===== src/sv/plfs_pkg.sv =====
// Shared types, constants and defaults for the presence LED fade sequencer.
package plfs_pkg;

  // Default parameter values.
  localparam int DEF_QUEUE_DEPTH = 5;
  localparam int DEF_RAMP_STEPS  = 100;
  localparam int DEF_PWM_TOP     = 999;

  // Field widths.
  localparam int POT_W   = 12;
  localparam int DUTY_W  = 10;
  localparam int LEVEL_W = 7;
  localparam int TGT_W   = 16;
  localparam int NUM_CH  = 4;
  localparam int CH_W    = $clog2(NUM_CH);

  // Full-scale pot reading; 4095 is 2**POT_W - 1, which the fold step relies on.
  localparam int POT_FULL = 4095;

  // Shared multiply-accumulate unit widths.
  localparam int ALU_A_W = 16;
  localparam int ALU_B_W = 17;
  localparam int ALU_W   = 34;

  // Request command codes.
  localparam logic CMD_TICK   = 1'b0;
  localparam logic CMD_SAMPLE = 1'b1;

  typedef struct packed {
    logic             command;
    logic             pin_level;
    logic [POT_W-1:0] pot_a;
    logic [POT_W-1:0] pot_b;
    logic [POT_W-1:0] pot_c;
    logic [POT_W-1:0] pot_d;
  } plfs_in_t;

  typedef struct packed {
    logic [DUTY_W-1:0]  duty_a;
    logic [DUTY_W-1:0]  duty_b;
    logic [DUTY_W-1:0]  duty_c;
    logic [DUTY_W-1:0]  duty_d;
    logic [LEVEL_W-1:0] level;
    logic               fading_up;
    logic               final_step;
  } plfs_out_t;

  // Operation select for the multiply-accumulate unit.
  typedef struct packed {
    logic sub;
    logic cin;
  } plfs_alu_ctl_t;

  // Request queue status.
  typedef struct packed {
    logic empty;
    logic full;
  } plfs_q_stat_t;

  typedef enum logic [1:0] {
    ST_IDLE,
    ST_INIT,
    ST_STEP,
    ST_EMIT
  } plfs_state_t;

  // Sequencer phases: the first seven set up a channel at fade start,
  // the last four advance a channel by one ramp step.
  typedef enum logic [3:0] {
    PH_MUL_LO,
    PH_FOLD,
    PH_MUL_HI,
    PH_RECIP,
    PH_REM,
    PH_CHECK,
    PH_FIX,
    PH_ADD,
    PH_WRAP,
    PH_CARRY,
    PH_STORE
  } plfs_phase_t;

endpackage


===== src/sv/plfs_alu.sv =====
// Shared multiply-accumulate unit: acc = c +/- a*b + cin, registered.
module plfs_alu import plfs_pkg::*; (
  input  logic               clk,
  input  logic [ALU_A_W-1:0] a,
  input  logic [ALU_B_W-1:0] b,
  input  logic [ALU_W-1:0]   c,
  input  plfs_alu_ctl_t      ctl,
  output logic [ALU_W-1:0]   acc_r
);

  logic [ALU_A_W+ALU_B_W-1:0] prod;
  logic [ALU_W-1:0]           term;
  logic [ALU_W-1:0]           acc_nxt;

  // Product, optionally inverted so that cin completes a two's complement subtract.
  always_comb begin
    prod    = ALU_A_W'(a) * ALU_B_W'(b);
    term    = ctl.sub ? ~ALU_W'(prod) : ALU_W'(prod);
    acc_nxt = c + term + ALU_W'(ctl.cin);
  end

  always_ff @(posedge clk) begin
    acc_r <= acc_nxt;
  end

endmodule


===== src/sv/plfs_queue.sv =====
// Circular queue of pending fade requests (1 = fade up, 0 = fade down).
module plfs_queue import plfs_pkg::*; #(
  parameter int DEPTH = DEF_QUEUE_DEPTH
) (
  input  logic         clk,
  input  logic         rst_n,
  input  logic         push,
  input  logic         push_up,
  input  logic         pop,
  output logic         pop_up,
  output plfs_q_stat_t stat
);

  localparam int IW = (DEPTH > 1) ? $clog2(DEPTH) : 1;
  localparam int CW = $clog2(DEPTH + 1);
  localparam int SW = $clog2(2 * DEPTH);

  logic          mem_r [DEPTH];
  logic [IW-1:0] head_r, head_nxt;
  logic [CW-1:0] count_r, count_nxt;
  logic [SW-1:0] sum;
  logic [SW-1:0] tail;
  logic          do_push;
  logic          do_pop;

  // Status and the write slot behind the oldest entry.
  always_comb begin
    stat.empty = (count_r == '0);
    stat.full  = (count_r == CW'(DEPTH));
    do_push    = push && !stat.full;
    do_pop     = pop && !stat.empty;
    sum        = SW'(head_r) + SW'(count_r);
    tail       = (sum >= SW'(DEPTH)) ? sum - SW'(DEPTH) : sum;
    pop_up     = mem_r[head_r];
  end

  // Pointer and fill count update; a request into a full queue is dropped.
  always_comb begin
    head_nxt  = head_r;
    count_nxt = count_r;
    if (do_pop) begin
      head_nxt  = (head_r == IW'(DEPTH - 1)) ? '0 : head_r + IW'(1);
      count_nxt = count_r - CW'(1);
    end
    if (do_push) begin
      count_nxt = count_r + CW'(1);
    end
  end

  always_ff @(posedge clk) begin
    if (!rst_n) begin
      head_r  <= '0;
      count_r <= '0;
    end else begin
      head_r  <= head_nxt;
      count_r <= count_nxt;
    end
  end

  // Entry storage, no reset: an entry is read only after it was written.
  always_ff @(posedge clk) begin
    if (do_push) begin
      mem_r[tail[IW-1:0]] <= push_up;
    end
  end

endmodule


===== src/sv/presence_led_fade_sequencer_unit.sv =====
// Top level of the presence-driven four-channel LED fade sequencer.
// A presence sample never gives a result: a change of the pin level queues a fade-up or
// fade-down request, dropped when the queue is full. A tick that starts a fade accepts the
// request, scales each channel's pot to a target and splits it by the step count, then
// presents the result; a tick inside a running fade accepts the request, advances each
// channel's running quotient and remainder, then presents. A tick with nothing to do gives
// no result. All arithmetic goes through one multiply-accumulate unit that serves the four
// channels in turn. The result sits in an output register, so the next request is taken
// while it waits.
module presence_led_fade_sequencer_unit import plfs_pkg::*; #(
  parameter int QUEUE_DEPTH = DEF_QUEUE_DEPTH,
  parameter int RAMP_STEPS  = DEF_RAMP_STEPS,
  parameter int PWM_TOP     = DEF_PWM_TOP
) (
  input  logic      clk,
  input  logic      rst_n,
  input  logic      in_valid,
  output logic      in_stall,
  input  plfs_in_t  in_data,
  output logic      out_valid,
  input  logic      out_stall,
  output plfs_out_t out_data
);

  // Step counter width, also the width of a remainder modulo RAMP_STEPS.
  localparam int SW = $clog2(RAMP_STEPS + 1);

  // target = pot*SCALE_HI + floor(pot*SCALE_LO / 4095)
  localparam int SCALE_HI = PWM_TOP / POT_FULL;
  localparam int SCALE_LO = PWM_TOP % POT_FULL;
  // Reciprocal estimate of 1/RAMP_STEPS; the quotient it gives is low by at most one.
  localparam int RECIP    = (1 << TGT_W) / RAMP_STEPS;

  localparam logic [ALU_B_W-1:0] B_HI    = ALU_B_W'(SCALE_HI);
  localparam logic [ALU_B_W-1:0] B_LO    = ALU_B_W'(SCALE_LO);
  localparam logic [ALU_B_W-1:0] B_RECIP = ALU_B_W'(RECIP);
  localparam logic [ALU_B_W-1:0] B_STEPS = ALU_B_W'(RAMP_STEPS);
  localparam logic [ALU_B_W-1:0] B_ONE   = ALU_B_W'(1);
  localparam logic [ALU_A_W-1:0] A_STEPS = ALU_A_W'(RAMP_STEPS);
  localparam logic [SW-1:0]      STEP_TOP = SW'(RAMP_STEPS);
  localparam logic [CH_W-1:0]    CH_LAST  = CH_W'(NUM_CH - 1);

  plfs_state_t  state_r, state_nxt;
  plfs_phase_t  ph_r, ph_nxt;
  logic [CH_W-1:0] ch_r, ch_nxt;

  logic          present_r, present_nxt;
  logic          active_r, active_nxt;
  logic          dir_r, dir_nxt;
  logic [SW-1:0] step_r, step_nxt;

  // Per-channel running duty: duty = tq*step + carries, kept as quotient and remainder.
  logic [POT_W-1:0] pot_r [NUM_CH];
  logic [POT_W-1:0] pot_nxt [NUM_CH];
  logic [TGT_W-1:0] q_r [NUM_CH];
  logic [TGT_W-1:0] q_nxt [NUM_CH];
  logic [SW-1:0]    r_r [NUM_CH];
  logic [SW-1:0]    r_nxt [NUM_CH];
  logic [TGT_W-1:0] tq_r [NUM_CH];
  logic [TGT_W-1:0] tq_nxt [NUM_CH];
  logic [SW-1:0]    tr_r [NUM_CH];
  logic [SW-1:0]    tr_nxt [NUM_CH];
  logic [TGT_W-1:0] tgt_r, tgt_nxt;
  logic [SW-1:0]    v_r, v_nxt;
  logic             vneg_r, vneg_nxt;

  logic      out_valid_r, out_valid_nxt;
  plfs_out_t out_data_r, out_data_nxt;

  logic               ramp_last;
  logic               acc_neg;
  logic               carry;
  logic [ALU_A_W-1:0] alu_a;
  logic [ALU_B_W-1:0] alu_b;
  logic [ALU_W-1:0]   alu_c;
  plfs_alu_ctl_t      alu_ctl;
  logic [ALU_W-1:0]   alu_acc;

  logic         q_push;
  logic         q_push_up;
  logic         q_pop;
  logic         q_pop_up;
  plfs_q_stat_t q_stat;

  plfs_alu u_alu (
    .clk   (clk),
    .a     (alu_a),
    .b     (alu_b),
    .c     (alu_c),
    .ctl   (alu_ctl),
    .acc_r (alu_acc)
  );

  plfs_queue #(
    .DEPTH (QUEUE_DEPTH)
  ) u_queue (
    .clk     (clk),
    .rst_n   (rst_n),
    .push    (q_push),
    .push_up (q_push_up),
    .pop     (q_pop),
    .pop_up  (q_pop_up),
    .stat    (q_stat)
  );

  assign in_stall  = (state_r != ST_IDLE);
  assign out_valid = out_valid_r;
  assign out_data  = out_data_r;

  // Last step of the ramp in its current direction.
  assign ramp_last = dir_r ? (step_r >= STEP_TOP) : (step_r == '0);
  assign acc_neg   = alu_acc[ALU_W-1];

  // Sequencer: next state, datapath updates and operand selection for the shared unit.
  always_comb begin
    state_nxt     = state_r;
    ph_nxt        = ph_r;
    ch_nxt        = ch_r;
    present_nxt   = present_r;
    active_nxt    = active_r;
    dir_nxt       = dir_r;
    step_nxt      = step_r;
    pot_nxt       = pot_r;
    q_nxt         = q_r;
    r_nxt         = r_r;
    tq_nxt        = tq_r;
    tr_nxt        = tr_r;
    tgt_nxt       = tgt_r;
    v_nxt         = v_r;
    vneg_nxt      = vneg_r;
    out_valid_nxt = out_valid_r && out_stall;
    out_data_nxt  = out_data_r;
    q_push        = 1'b0;
    q_push_up     = 1'b0;
    q_pop         = 1'b0;
    carry         = 1'b0;
    alu_a         = '0;
    alu_b         = '0;
    alu_c         = '0;
    alu_ctl       = '0;

    case (state_r)
      ST_IDLE: begin
        if (in_valid) begin
          if (in_data.command == CMD_SAMPLE) begin
            // A change of the pin level queues a fade in that direction.
            if (in_data.pin_level != present_r) begin
              present_nxt = in_data.pin_level;
              q_push      = 1'b1;
              q_push_up   = in_data.pin_level;
            end
          end else if (active_r && !ramp_last) begin
            step_nxt  = dir_r ? step_r + SW'(1) : step_r - SW'(1);
            ch_nxt    = '0;
            ph_nxt    = PH_ADD;
            state_nxt = ST_STEP;
          end else begin
            // The running fade is over; start the oldest waiting one, if any.
            active_nxt = 1'b0;
            if (!q_stat.empty) begin
              q_pop      = 1'b1;
              dir_nxt    = q_pop_up;
              step_nxt   = q_pop_up ? '0 : STEP_TOP;
              active_nxt = 1'b1;
              pot_nxt[0] = in_data.pot_a;
              pot_nxt[1] = in_data.pot_b;
              pot_nxt[2] = in_data.pot_c;
              pot_nxt[3] = in_data.pot_d;
              ch_nxt     = '0;
              ph_nxt     = PH_MUL_LO;
              state_nxt  = ST_INIT;
            end
          end
        end
      end

      ST_INIT: begin
        case (ph_r)
          // y = pot * SCALE_LO
          PH_MUL_LO: begin
            alu_a  = ALU_A_W'(pot_r[ch_r]);
            alu_b  = B_LO;
            ph_nxt = PH_FOLD;
          end
          // y + (y >> 12) + 1; its upper part is floor(y / 4095)
          PH_FOLD: begin
            alu_a       = ALU_A_W'(alu_acc[2*POT_W-1:POT_W]);
            alu_b       = B_ONE;
            alu_c       = alu_acc;
            alu_ctl.cin = 1'b1;
            ph_nxt      = PH_MUL_HI;
          end
          // target = pot * SCALE_HI + floor(y / 4095)
          PH_MUL_HI: begin
            alu_a  = ALU_A_W'(pot_r[ch_r]);
            alu_b  = B_HI;
            alu_c  = alu_acc >> POT_W;
            ph_nxt = PH_RECIP;
          end
          // Quotient estimate of target / RAMP_STEPS.
          PH_RECIP: begin
            tgt_nxt = alu_acc[TGT_W-1:0];
            alu_a   = alu_acc[TGT_W-1:0];
            alu_b   = B_RECIP;
            ph_nxt  = PH_REM;
          end
          // Remainder of the estimate.
          PH_REM: begin
            tq_nxt[ch_r] = alu_acc[2*TGT_W-1:TGT_W];
            alu_a        = alu_acc[2*TGT_W-1:TGT_W];
            alu_b        = B_STEPS;
            alu_c        = ALU_W'(tgt_r);
            alu_ctl.sub  = 1'b1;
            alu_ctl.cin  = 1'b1;
            ph_nxt       = PH_CHECK;
          end
          // Remainder minus RAMP_STEPS, to see whether the estimate was one short.
          PH_CHECK: begin
            tr_nxt[ch_r] = alu_acc[SW-1:0];
            alu_a        = A_STEPS;
            alu_b        = B_ONE;
            alu_c        = alu_acc;
            alu_ctl.sub  = 1'b1;
            alu_ctl.cin  = 1'b1;
            ph_nxt       = PH_FIX;
          end
          // Correct the split and set the starting duty.
          PH_FIX: begin
            if (!acc_neg) begin
              tr_nxt[ch_r] = alu_acc[SW-1:0];
              tq_nxt[ch_r] = tq_r[ch_r] + TGT_W'(1);
            end
            q_nxt[ch_r] = dir_r ? '0 : tgt_r;
            r_nxt[ch_r] = '0;
            if (ch_r == CH_LAST) begin
              state_nxt = ST_EMIT;
            end else begin
              ch_nxt = ch_r + CH_W'(1);
              ph_nxt = PH_MUL_LO;
            end
          end
          default: begin
            state_nxt = ST_IDLE;
          end
        endcase
      end

      ST_STEP: begin
        case (ph_r)
          // Remainder plus or minus the per-step remainder.
          PH_ADD: begin
            alu_a       = ALU_A_W'(tr_r[ch_r]);
            alu_b       = B_ONE;
            alu_c       = ALU_W'(r_r[ch_r]);
            alu_ctl.sub = !dir_r;
            alu_ctl.cin = !dir_r;
            ph_nxt      = PH_WRAP;
          end
          // Wrapped remainder: minus RAMP_STEPS going up, plus going down.
          PH_WRAP: begin
            v_nxt       = alu_acc[SW-1:0];
            vneg_nxt    = acc_neg;
            alu_a       = A_STEPS;
            alu_b       = B_ONE;
            alu_c       = alu_acc;
            alu_ctl.sub = dir_r;
            alu_ctl.cin = dir_r;
            ph_nxt      = PH_CARRY;
          end
          // Pick the remainder and move the quotient by the per-step quotient and carry.
          PH_CARRY: begin
            if (dir_r) begin
              carry        = !acc_neg;
              r_nxt[ch_r]  = carry ? alu_acc[SW-1:0] : v_r;
              alu_ctl.cin  = carry;
            end else begin
              carry        = vneg_r;
              r_nxt[ch_r]  = carry ? alu_acc[SW-1:0] : v_r;
              alu_ctl.sub  = 1'b1;
              alu_ctl.cin  = !carry;
            end
            alu_a  = tq_r[ch_r];
            alu_b  = B_ONE;
            alu_c  = ALU_W'(q_r[ch_r]);
            ph_nxt = PH_STORE;
          end
          PH_STORE: begin
            q_nxt[ch_r] = alu_acc[TGT_W-1:0];
            if (ch_r == CH_LAST) begin
              state_nxt = ST_EMIT;
            end else begin
              ch_nxt = ch_r + CH_W'(1);
              ph_nxt = PH_ADD;
            end
          end
          default: begin
            state_nxt = ST_IDLE;
          end
        endcase
      end

      // Hand the step to the output register once it is free.
      ST_EMIT: begin
        if (!out_valid_r || !out_stall) begin
          out_valid_nxt           = 1'b1;
          out_data_nxt.duty_a     = q_r[0][DUTY_W-1:0];
          out_data_nxt.duty_b     = q_r[1][DUTY_W-1:0];
          out_data_nxt.duty_c     = q_r[2][DUTY_W-1:0];
          out_data_nxt.duty_d     = q_r[3][DUTY_W-1:0];
          out_data_nxt.level      = LEVEL_W'(step_r);
          out_data_nxt.fading_up  = dir_r;
          out_data_nxt.final_step = ramp_last;
          state_nxt               = ST_IDLE;
        end
      end

      default: begin
        state_nxt = ST_IDLE;
      end
    endcase
  end

  // State register.
  always_ff @(posedge clk) begin
    if (!rst_n) begin
      state_r <= ST_IDLE;
    end else begin
      state_r <= state_nxt;
    end
  end

  // Control registers.
  always_ff @(posedge clk) begin
    if (!rst_n) begin
      ph_r        <= PH_MUL_LO;
      ch_r        <= '0;
      present_r   <= 1'b0;
      active_r    <= 1'b0;
      dir_r       <= 1'b0;
      step_r      <= '0;
      out_valid_r <= 1'b0;
    end else begin
      ph_r        <= ph_nxt;
      ch_r        <= ch_nxt;
      present_r   <= present_nxt;
      active_r    <= active_nxt;
      dir_r       <= dir_nxt;
      step_r      <= step_nxt;
      out_valid_r <= out_valid_nxt;
    end
  end

  // Datapath registers.
  always_ff @(posedge clk) begin
    pot_r      <= pot_nxt;
    q_r        <= q_nxt;
    r_r        <= r_nxt;
    tq_r       <= tq_nxt;
    tr_r       <= tr_nxt;
    tgt_r      <= tgt_nxt;
    v_r        <= v_nxt;
    vneg_r     <= vneg_nxt;
    out_data_r <= out_data_nxt;
  end

  // A new result only comes from the emit state.
  a_emit_source: assert property (@(posedge clk) disable iff (!rst_n)
    $rose(out_valid_r) |-> $past(state_r == ST_EMIT))
    else $error("result appeared outside the emit state");

  // A step update only runs inside an active fade.
  a_step_active: assert property (@(posedge clk) disable iff (!rst_n)
    (state_r == ST_STEP) |-> active_r)
    else $error("step update without an active fade");

  // The step counter stays within the ramp while a fade runs.
  a_step_range: assert property (@(posedge clk) disable iff (!rst_n)
    active_r |-> (step_r <= STEP_TOP))
    else $error("ramp step out of range");

endmodule


===== config.mk =====
export PLATFORM = sky130hd
export DESIGN_NAME = presence_led_fade_sequencer_unit
export DESIGN_NICKNAME = d
export VERILOG_FILES = /design/src/sv/plfs_pkg.sv /design/src/sv/plfs_alu.sv /design/src/sv/plfs_queue.sv /design/src/sv/presence_led_fade_sequencer_unit.sv
export SDC_FILE = /design/constraint.sdc
export NUM_CORES = 1
export LEC_CHECK = 0
export ABC_AREA = 1
export BUFFER_PORTS_ARGS = -buffer_cell sky130_fd_sc_hd__buf_2
export CORE_MARGIN = 1.5
export CORE_UTILIZATION = 60
export DETAILED_ROUTE_END_ITERATION = 10
export PLACE_DENSITY_LB_ADDON = 0.08
export SYNTH_ARGS = -nofsm -noshare
export SYNTH_HDL_FRONTEND = slang
export SYNTH_HIERARCHICAL = 1
export SYNTH_SLANG_ARGS = --single-unit

===== constraint.sdc =====
create_clock -name clk -period 12.13 [get_ports clk]
set_input_delay 0.6065 -clock clk [delete_from_list [all_inputs] [get_ports clk]]
set_output_delay 0.6065 -clock clk [all_outputs]
set_load 0.005 [all_outputs]

Word-level counts from Yosys, hierarchy flattened. Memory sizes are Yosys's and may differ from the RTL's. A register that Yosys moved wholly into a read port is not among the register bits. Cells that the tools add are included.

Logic and storage cells: 251. Bits in registers: 364. Bits of input ports: 54. Memories kept: 1. Bits in writable memories: 5. Output and inout port bits: 51.

Memory list: u_queue.mem_r (depth 5, width 1, rd ports 1, clocked after memory_dff 1, write ports 1, RTL line plfs_queue.sv:18) `logic mem_r [DEPTH];`.

Multipliers: 1. Multiplexer cells: 110. Order comparisons: 4. Reduce and logical (&&, ||, !) cells: 44. Add/subtract/negate cells: 11. Eq/ne operators: 32. Bitwise operators: 7.

Operator list (count): bitwise mux 64 bit (4); case mux 64 bit (2 select lines) (2); case mux 34 bit (3 select lines) (2); two-way mux 64 bit (3); two-way mux 28 bit (4); case mux 28 bit (2 select lines) (2); two-way mux 16 bit (6); bitwise mux 28 bit (3); case mux 16 bit (5 select lines) (1); two-way mux 7 bit (11); case mux 34 bit (2 select lines) (1); binary-select mux 16 bit (select 2 bit) (2); case mux 16 bit (3 select lines) (1); case mux 10 bit (4 select lines) (1); adder 34 x 1 -> 34 bit (1); adder 34 bit (1); two-way mux 34 bit (1); NOT 33 -> 34 bit (1); demux 16 bit (select 2 bit) (1); case mux 16 bit (2 select lines) (1); bitwise AND 28 bit (1); binary-select mux 7 bit (select 2 bit) (2); NOT 28 bit (1); case mux 4 bit (7 select lines) (1); 59 further kinds (155).

Depth between registers and ports, before layout. Gate-level depths: netlist (run 1).

Depth after elaboration: 11. Mapped depth: 49. Depth with buffers taken out: 45.

By module. Netlist (run 1), hierarchy kept.

By module, submodules not included: presence_led_fade_sequencer_unit (cells an instance 1690, seq. area each 9539.1 sq um, area an instance 16101.7 sq um, times used 1); plfs_alu (cells an instance 1970, seq. area each 680.7 sq um, area an instance 13321.5 sq um, times used 1); plfs_queue (cells an instance 117, seq. area each 330.3 sq um, area an instance 903.4 sq um, times used 1).

Least setup slack after synthesis (run 1). No wires, ideal clock.

Kind: flip-flop to flip-flop. Start point: reg ph_r[1]. End point: reg u_alu.acc_r[31]. Setup slack: 4203 ps. Data required time: 12018 ps. Period minus slack after synthesis: 7927 ps. Cell stages (with the launch flop): 39. Data arrival time: 7814 ps. Setup time: 112 ps. Buffers on the path: 3. Cells stage by stage: dfxtp_1 buf_2 nand2_1 inv_1 nand2_1 nor2_1 a32oi_1 o22ai_1 clkbuf_1 clkbuf_1 nand2_1 fa_1 fa_1 inv_1 fa_1 fa_1 fa_1 inv_1 [3 not listed] nand2_1 inv_2 nand2_1 nor3_1 nand3_1 nand3_1 nand2_1 nand2_1 inv_1 ha_1 a21oi_1 inv_1 o21ai_0 nand2_1 a21oi_1 nand2_1 nand2_1 nand2_1.

Longest elaborated chain between the ends: 9. Elaborated cells on any way between the ends: 32. Those cells by class: 2 x add/sub; 1 x mul; 8 x eq/ne; 14 x mux; 1 x bitwise; 6 x reduce/logical.

RTL lines: start: declaration (RTL line presence_led_fade_sequencer_unit.sv:44) `plfs_phase_t ph_r, ph_nxt;`; start signal: assignment (RTL line presence_led_fade_sequencer_unit.sv:343) `ph_r <= ph_nxt;`; == test 4 x 2 -> 1 bit / logical NOT 4 bit (equally long branches) (RTL line presence_led_fade_sequencer_unit.sv:178) `case (ph_r)`; OR reduction 2 bit (no source line); case mux 16 bit (5 select lines) (RTL line presence_led_fade_sequencer_unit.sv:178); case mux 16 bit (2 select lines) * (RTL line presence_led_fade_sequencer_unit.sv:142) `case (state_r)`; via alu_a[15] (RTL line presence_led_fade_sequencer_unit.sv:73) `logic [ALU_A_W-1:0] alu_a;`; multiplier 16 x 10 -> 26 bit * (RTL line plfs_alu.sv:17) `prod = ALU_A_W'(a) * ALU_B_W'(b);`; NOT 33 -> 34 bit (RTL line plfs_alu.sv:18) `term = ctl.sub ? ~ALU_W'(prod) : ALU_W'(prod);`; two-way mux 34 bit * (RTL line plfs_alu.sv:18); adder 34 bit * (RTL line plfs_alu.sv:19) `acc_nxt = c + term + ALU_W'(ctl.cin);`; adder 34 x 1 -> 34 bit * (RTL line plfs_alu.sv:19); via u_alu.acc_nxt[31] (RTL line plfs_alu.sv:13) `logic [ALU_W-1:0] acc_nxt;`; end signal: assignment (RTL line plfs_alu.sv:23) `acc_r <= acc_nxt;`; end: declaration (RTL line plfs_alu.sv:8) `output logic [ALU_W-1:0] acc_r`.

The timed path passes the listed nets; every way through them passes the cells marked *. A chain may end at the register's enable or synchronous reset.

Final worst setup path (run 1).
Start point: reg ch_r[0]. End point: reg u_alu.acc_r[28].

Longest elaborated chain between the ends: 11. Elaborated cells on any way between the ends: 26. Those cells by class: 2 x add/sub; 1 x mul; 21 x mux; 2 x bitwise.

RTL lines: start: declaration (RTL line presence_led_fade_sequencer_unit.sv:45) `logic [CH_W-1:0] ch_r, ch_nxt;`; start signal: assignment (RTL line presence_led_fade_sequencer_unit.sv:344) `ch_r <= ch_nxt;`; NOT 2 -> 3 bit (implied by the code) *; binary-select mux 12 bit (select 2 bit) (tied with other cells) (RTL line presence_led_fade_sequencer_unit.sv:181, presence_led_fade_sequencer_unit.sv:195); two-way mux 12 bit (implied by the code) (tied with other cells) (2 in a row) (RTL line presence_led_fade_sequencer_unit.sv:181, presence_led_fade_sequencer_unit.sv:195); case mux 16 bit (5 select lines) / case mux 16 bit (3 select lines) (equally long branches) (RTL line presence_led_fade_sequencer_unit.sv:178, presence_led_fade_sequencer_unit.sv:249); case mux 16 bit (2 select lines) * (RTL line presence_led_fade_sequencer_unit.sv:142); via alu_a[2] (RTL line presence_led_fade_sequencer_unit.sv:73); multiplier 16 x 10 -> 26 bit * (RTL line plfs_alu.sv:17); NOT 33 -> 34 bit (RTL line plfs_alu.sv:18); two-way mux 34 bit * (RTL line plfs_alu.sv:18); adder 34 bit * (RTL line plfs_alu.sv:19); adder 34 x 1 -> 34 bit * (RTL line plfs_alu.sv:19); via u_alu.acc_nxt[28] (RTL line plfs_alu.sv:13).

The timed path passes the listed nets; every way through them passes the cells marked *. The select of a mux whose other input is x is not followed.

==> results.json, run 1 <==
{
  "slew_viol_final": 0,
  "layout_common_cells": "nand2_1, inv_1, edfxtp_1",
  "clockBufferDepth": 3,
  "drc": 0,
  "cp_common_cell": "nand2_1",
  "ant_nets": 0,
  "setup_viol": 0,
  "netlist_area_mm2": 0.0303,
  "critPathRequiredTime_ps": 12600,
  "dpl-instance-area_mm2": 0.0314,
  "final_nets": 4246,
  "total_leakage_power_nw": 16.1,
  "postLayoutCoreUtil_pct": 65.7,
  "routed_wl_mm": 92.4,
  "fp.dieW_um": 228,
  "outcome": "finished, final reports clean",
  "vias": 26000,
  "max_stage_delay_ps": 640,
  "drive_above_1_share_pct": 8.77,
  "numCtsBuffers": 41,
  "area_delta_synth_final_pct": 8.19,
  "grt_first_pass_wirelength_mm": 143,
  "synthesis.instances": 3776,
  "final_common_cell": "nand2_1",
  "dp_slack_ps": 3250,
  "row_count": 82,
  "dr.pass1.iters": 6,
  "overflow": 0,
  "clock_latency_ps": 610,
  "cp-start-kind": "flop",
  "whs_ps": 178,
  "wl_per_cell_um": 20.4,
  "tns_ps": 0,
  "worst_pin_slew_ps": 1280,
  "cp-end-kind": "flop",
  "critical_path.max_fanout": 72,
  "antennaDiodeCount": 0,
  "cts_sinks": 372,
  "syn_area_per_cell_um2": 8.03,
  "antenna_found_initial": 2,
  "final_cells": 4524,
  "drv_cap": 0,
  "ctsResizeCount": 0,
  "initial_core_util_pct": 60.7,
  "hp-class": "input port to flop",
  "powerDensity_mw_per_mm2": 127,
  "fin_crit_ps": 9120,
  "fin_area_mm2": 0.0328,
  "placed_cells": 4449,
  "via_per_inst": 5.75,
  "p_total_mw": 4.16,
  "worst_slack_ps": 3010,
  "cts_tree": "done",
  "clk_pin_slew_ps": 60,
  "cpMaxStageDelayCell": "buf_4",
  "reg2reg_slack_ps": 3010,
  "skew_ps": 45.9,
  "ctsHoldBuffers": 0,
  "track_usage_pct": 35.5,
  "grt_max_degree": 73,
  "rsz0062_at_grt": "no",
  "cp.arrival_ps": 9590,
  "numPortBuffers": 104,
  "dieArea_mm2": 0.0519,
  "ir_worst_vdd_mv": 0.111,
  "path_class": "flop to flop",
  "final.fill_count": 4235,
  "slew_headroom_pct": 14.0,
  "die_h_um": 228,
  "dp_hpwl_mm": 69.7,
  "htree_levels": 2,
  "drt_iter0_markers": 2698,
  "coreArea_mm2": 0.0500,
  "first_global_vias": 25800,
  "hold_viol": 0,
  "gpl.final_weighted_congestion": 1.01,
  "post-route-period-util_pct": 75.2,
  "cts_setup_buffers": 0,
  "io_pins": 105,
  "cts_root_buffer": "clkbuf_16",
  "ys_warn_count": 6,
  "fmax_mhz": 110
}
==> cell type report <==
type	instances	area [um2]	share of cell area, %
Clock buffer	55	1090	3.32
Clock inverter	20	284	0.866
Inverter	696	2620	7.97
Multi-Input combinational cell	2556	16500	50.4
Sequential cell	372	10600	32.2
Tap cell	672	841	2.56
Timing Repair Buffer	153	888	2.71
==> flip-flops by register name (all words and copies together) (netlist names), 2 cells and up, named ones only <==
register / cells
u_alu/acc_r: 34
pot_r: 48
ph_r: 4
q_r: 64
v_r: 7
tgt_r: 16
state_r: 2
tq_r: 64
out_data: 49
u_queue/head_r: 3
ch_r: 2
u_queue/count_r: 3
r_r: 28
step_r: 7
u_queue/mem_r: 5
tr_r: 28
==> per-layer routing <==
| layer | wire [um] | up-vias | share of wire (%) | GRT usage, % |
|---|---|---|---|---|
| met5 | 24 | - | 0.026 | 0 |
| met4 | 4590 | 4 | 5.0 | 16.5 |
| met3 | 8090 | 256 | 8.8 | 6.65 |
| met2 | 43300 | 1302 | 47 | 58.0 |
| met1 | 36400 | 12500 | 39 | 45.8 |
| li1 | - | 12000 | - | - |
==> report_power, final <==
group | internal [mW] | switching (mW) | leakage (nW)
combinational | 0.339 | 0.956 | 12.1
sequential | 1.50 | 0.0745 | 3.40
clock | 0.746 | 0.541 | 0.651
total | 2.59 | 1.57 | 16.1
==> critical path: cells and delay by family, from the launching register on <==
family / cells / cell delay (ps)
fa+ha+maj: 8 / 3780
simple gates: 19 / 3060
buf+inv: 6 / 1440
flops: 1 / 350
compound gates: 1 / 290
==> final timing paths <==
kind,from,to,depth (start not counted)
min,in_data[29],pot_r[29],1
max reg2reg,ch_r[0],u_alu/acc_r[28],34
max,ch_r[0],u_alu/acc_r[28],34
min reg2reg,q_r[3],out_data[12],0
Power figures use the tool's default switching activity.
==> inputs of run 2 (changes only) <==
- clock period: 12.13 -> 9.25 ns (I/O delays scaled with it)
==> run 2 against run 1 <==
Wire length down 1.6%. Power up 29%. Largest power group unchanged. Final area up 0.27%. Core utilization up 0.18 points. Via count down 0.96%. Largest cell class unchanged. Global-route usage down 0.21 points. Cell count up 0.38%. Sequential cell count unchanged. Sequential power up 31%.
==> results.json, run 2 (synthesis gave the netlist of run 1 again) <==
{
  "ir_worst_vdd_mv": 0.164,
  "worst_slack_ps": 608,
  "drt_iter0_markers": 2273,
  "cpMaxStageDelayCell": "fa_1",
  "vias": 25800,
  "grt_max_degree": 57,
  "drive_above_1_share_pct": 9.12,
  "die_h_um": 228,
  "post-route-period-util_pct": 93.4,
  "final_cells": 4541,
  "hold_viol": 0,
  "row_count": 82,
  "routed_wl_mm": 90.9,
  "fin_crit_ps": 8640,
  "outcome": "finished, final reports clean",
  "antennaDiodeCount": 0,
  "clockBufferDepth": 3,
  "layout_common_cells": "nand2_1, inv_1, edfxtp_1",
  "via_per_inst": 5.68,
  "powerDensity_mw_per_mm2": 164,
  "clk_pin_slew_ps": 60,
  "gpl.final_weighted_congestion": 0.994,
  "ant_nets": 0,
  "dr.pass1.iters": 7,
  "antenna_found_initial": 3,
  "multiInputGateArea_mm2": 0.0165,
  "fp.dieW_um": 228,
  "htree_levels": 2,
  "cts_sinks": 372,
  "drc": 0,
  "ctsResizeCount": 0,
  "final_nets": 4266,
  "io_pins": 105,
  "critical_path.max_fanout": 51,
  "track_usage_pct": 35.3,
  "numCtsBuffers": 40,
  "slew_headroom_pct": 28.3,
  "final_common_cell": "nand2_1",
  "coreArea_mm2": 0.0500,
  "slew_viol_final": 0,
  "cp-end-kind": "flop",
  "max_stage_delay_ps": 570,
  "drv_cap": 0,
  "worst_pin_slew_ps": 1070,
  "area_delta_synth_final_pct": 8.49,
  "final.fill_count": 4327,
  "cts_tree": "done",
  "rsz0062_at_grt": "no",
  "path_class": "flop to flop",
  "dp_slack_ps": 640,
  "overflow": 0,
  "tns_ps": 0,
  "wl_per_cell_um": 20.0,
  "clock_latency_ps": 600,
  "whs_ps": 37.3,
  "placed_cells": 4467,
  "p_total_mw": 5.38,
  "initial_core_util_pct": 60.7,
  "numPortBuffers": 104,
  "fmax_mhz": 116,
  "area.sequential_mm2": 0.0106,
  "cp-start-kind": "flop",
  "first_global_vias": 25700,
  "total_leakage_power_nw": 16.2,
  "dieArea_mm2": 0.0519,
  "cp.arrival_ps": 9080,
  "grt_first_pass_wirelength_mm": 142,
  "cp_common_cell": "nand2_1",
  "setup_viol": 0,
  "cts_root_buffer": "clkbuf_16",
  "skew_ps": 47.4,
  "hp-class": "input port to flop",
  "dp_hpwl_mm": 69.8,
  "critPathRequiredTime_ps": 9690
}
==> run 2: path summary, 6_finish.rpt <==
path	startpoint	endpoint	slack, ps	depth (start not counted)
hold / removal	in_data[5]	pot_r[5]	40	1
hold reg to reg	q_r[48]	out_data[39]	430	0
setup / recovery	ch_r[0]	u_alu/acc_r[27]	610	37
setup reg to reg	ch_r[0]	u_alu/acc_r[27]	610	37
==> run 2: repair_timing <==
action	4_1_cts	5_1_grt
buffers inserted	0	3
hold buffers	0	0
endpoints found under the setup margin	0	5
==> run 2: area by class of cell <==
class | instances | share of cell area [%]
Clock inverter | 20 | 0.643
Inverter | 696 | 7.95
Multi-Input combinational cell | 2556 | 50.2
Tap cell | 672 | 2.56
Clock buffer | 51 | 3.23
Sequential cell | 372 | 32.1
Timing Repair Buffer | 174 | 3.29
==> run 2: power breakdown <==
part / leakage (nW) / switching, mW / total, mW / internal [mW]
registers: 3.40 / 0.0958 / 2.07 / 1.97
logic: 12.2 / 1.27 / 1.73 / 0.467
clock network: 0.612 / 0.702 / 1.58 / 0.882
total: 16.2 / 2.07 / 5.38 / 3.32
==> run 2: routing by layer <==
layer  up-vias  wire (um)  global-route usage [%]
met2      1233      42700                    57.5
met3       247       7480                    5.83
met4         6       4550                    16.8
met5         -         40                       0
met1     12300      36100                    46.1
li1      12000          -                       -
==> run 2: critical path: cells and delay by family (launching register included) <==
family          cells  cell delay [ps]
fa+ha+maj           8             3780
flops               1              520
simple gates       14             1890
compound gates      6             1120
buf+inv             9             1080
==> run 2: metrics by stage <==
step	util, %	cell area (um2)
global route	65.8	32900
detailed placement	63.2	31600
CTS	65.8	32900
global placement	63.2	31600
floorplan	-	30300
finish	65.8	32900
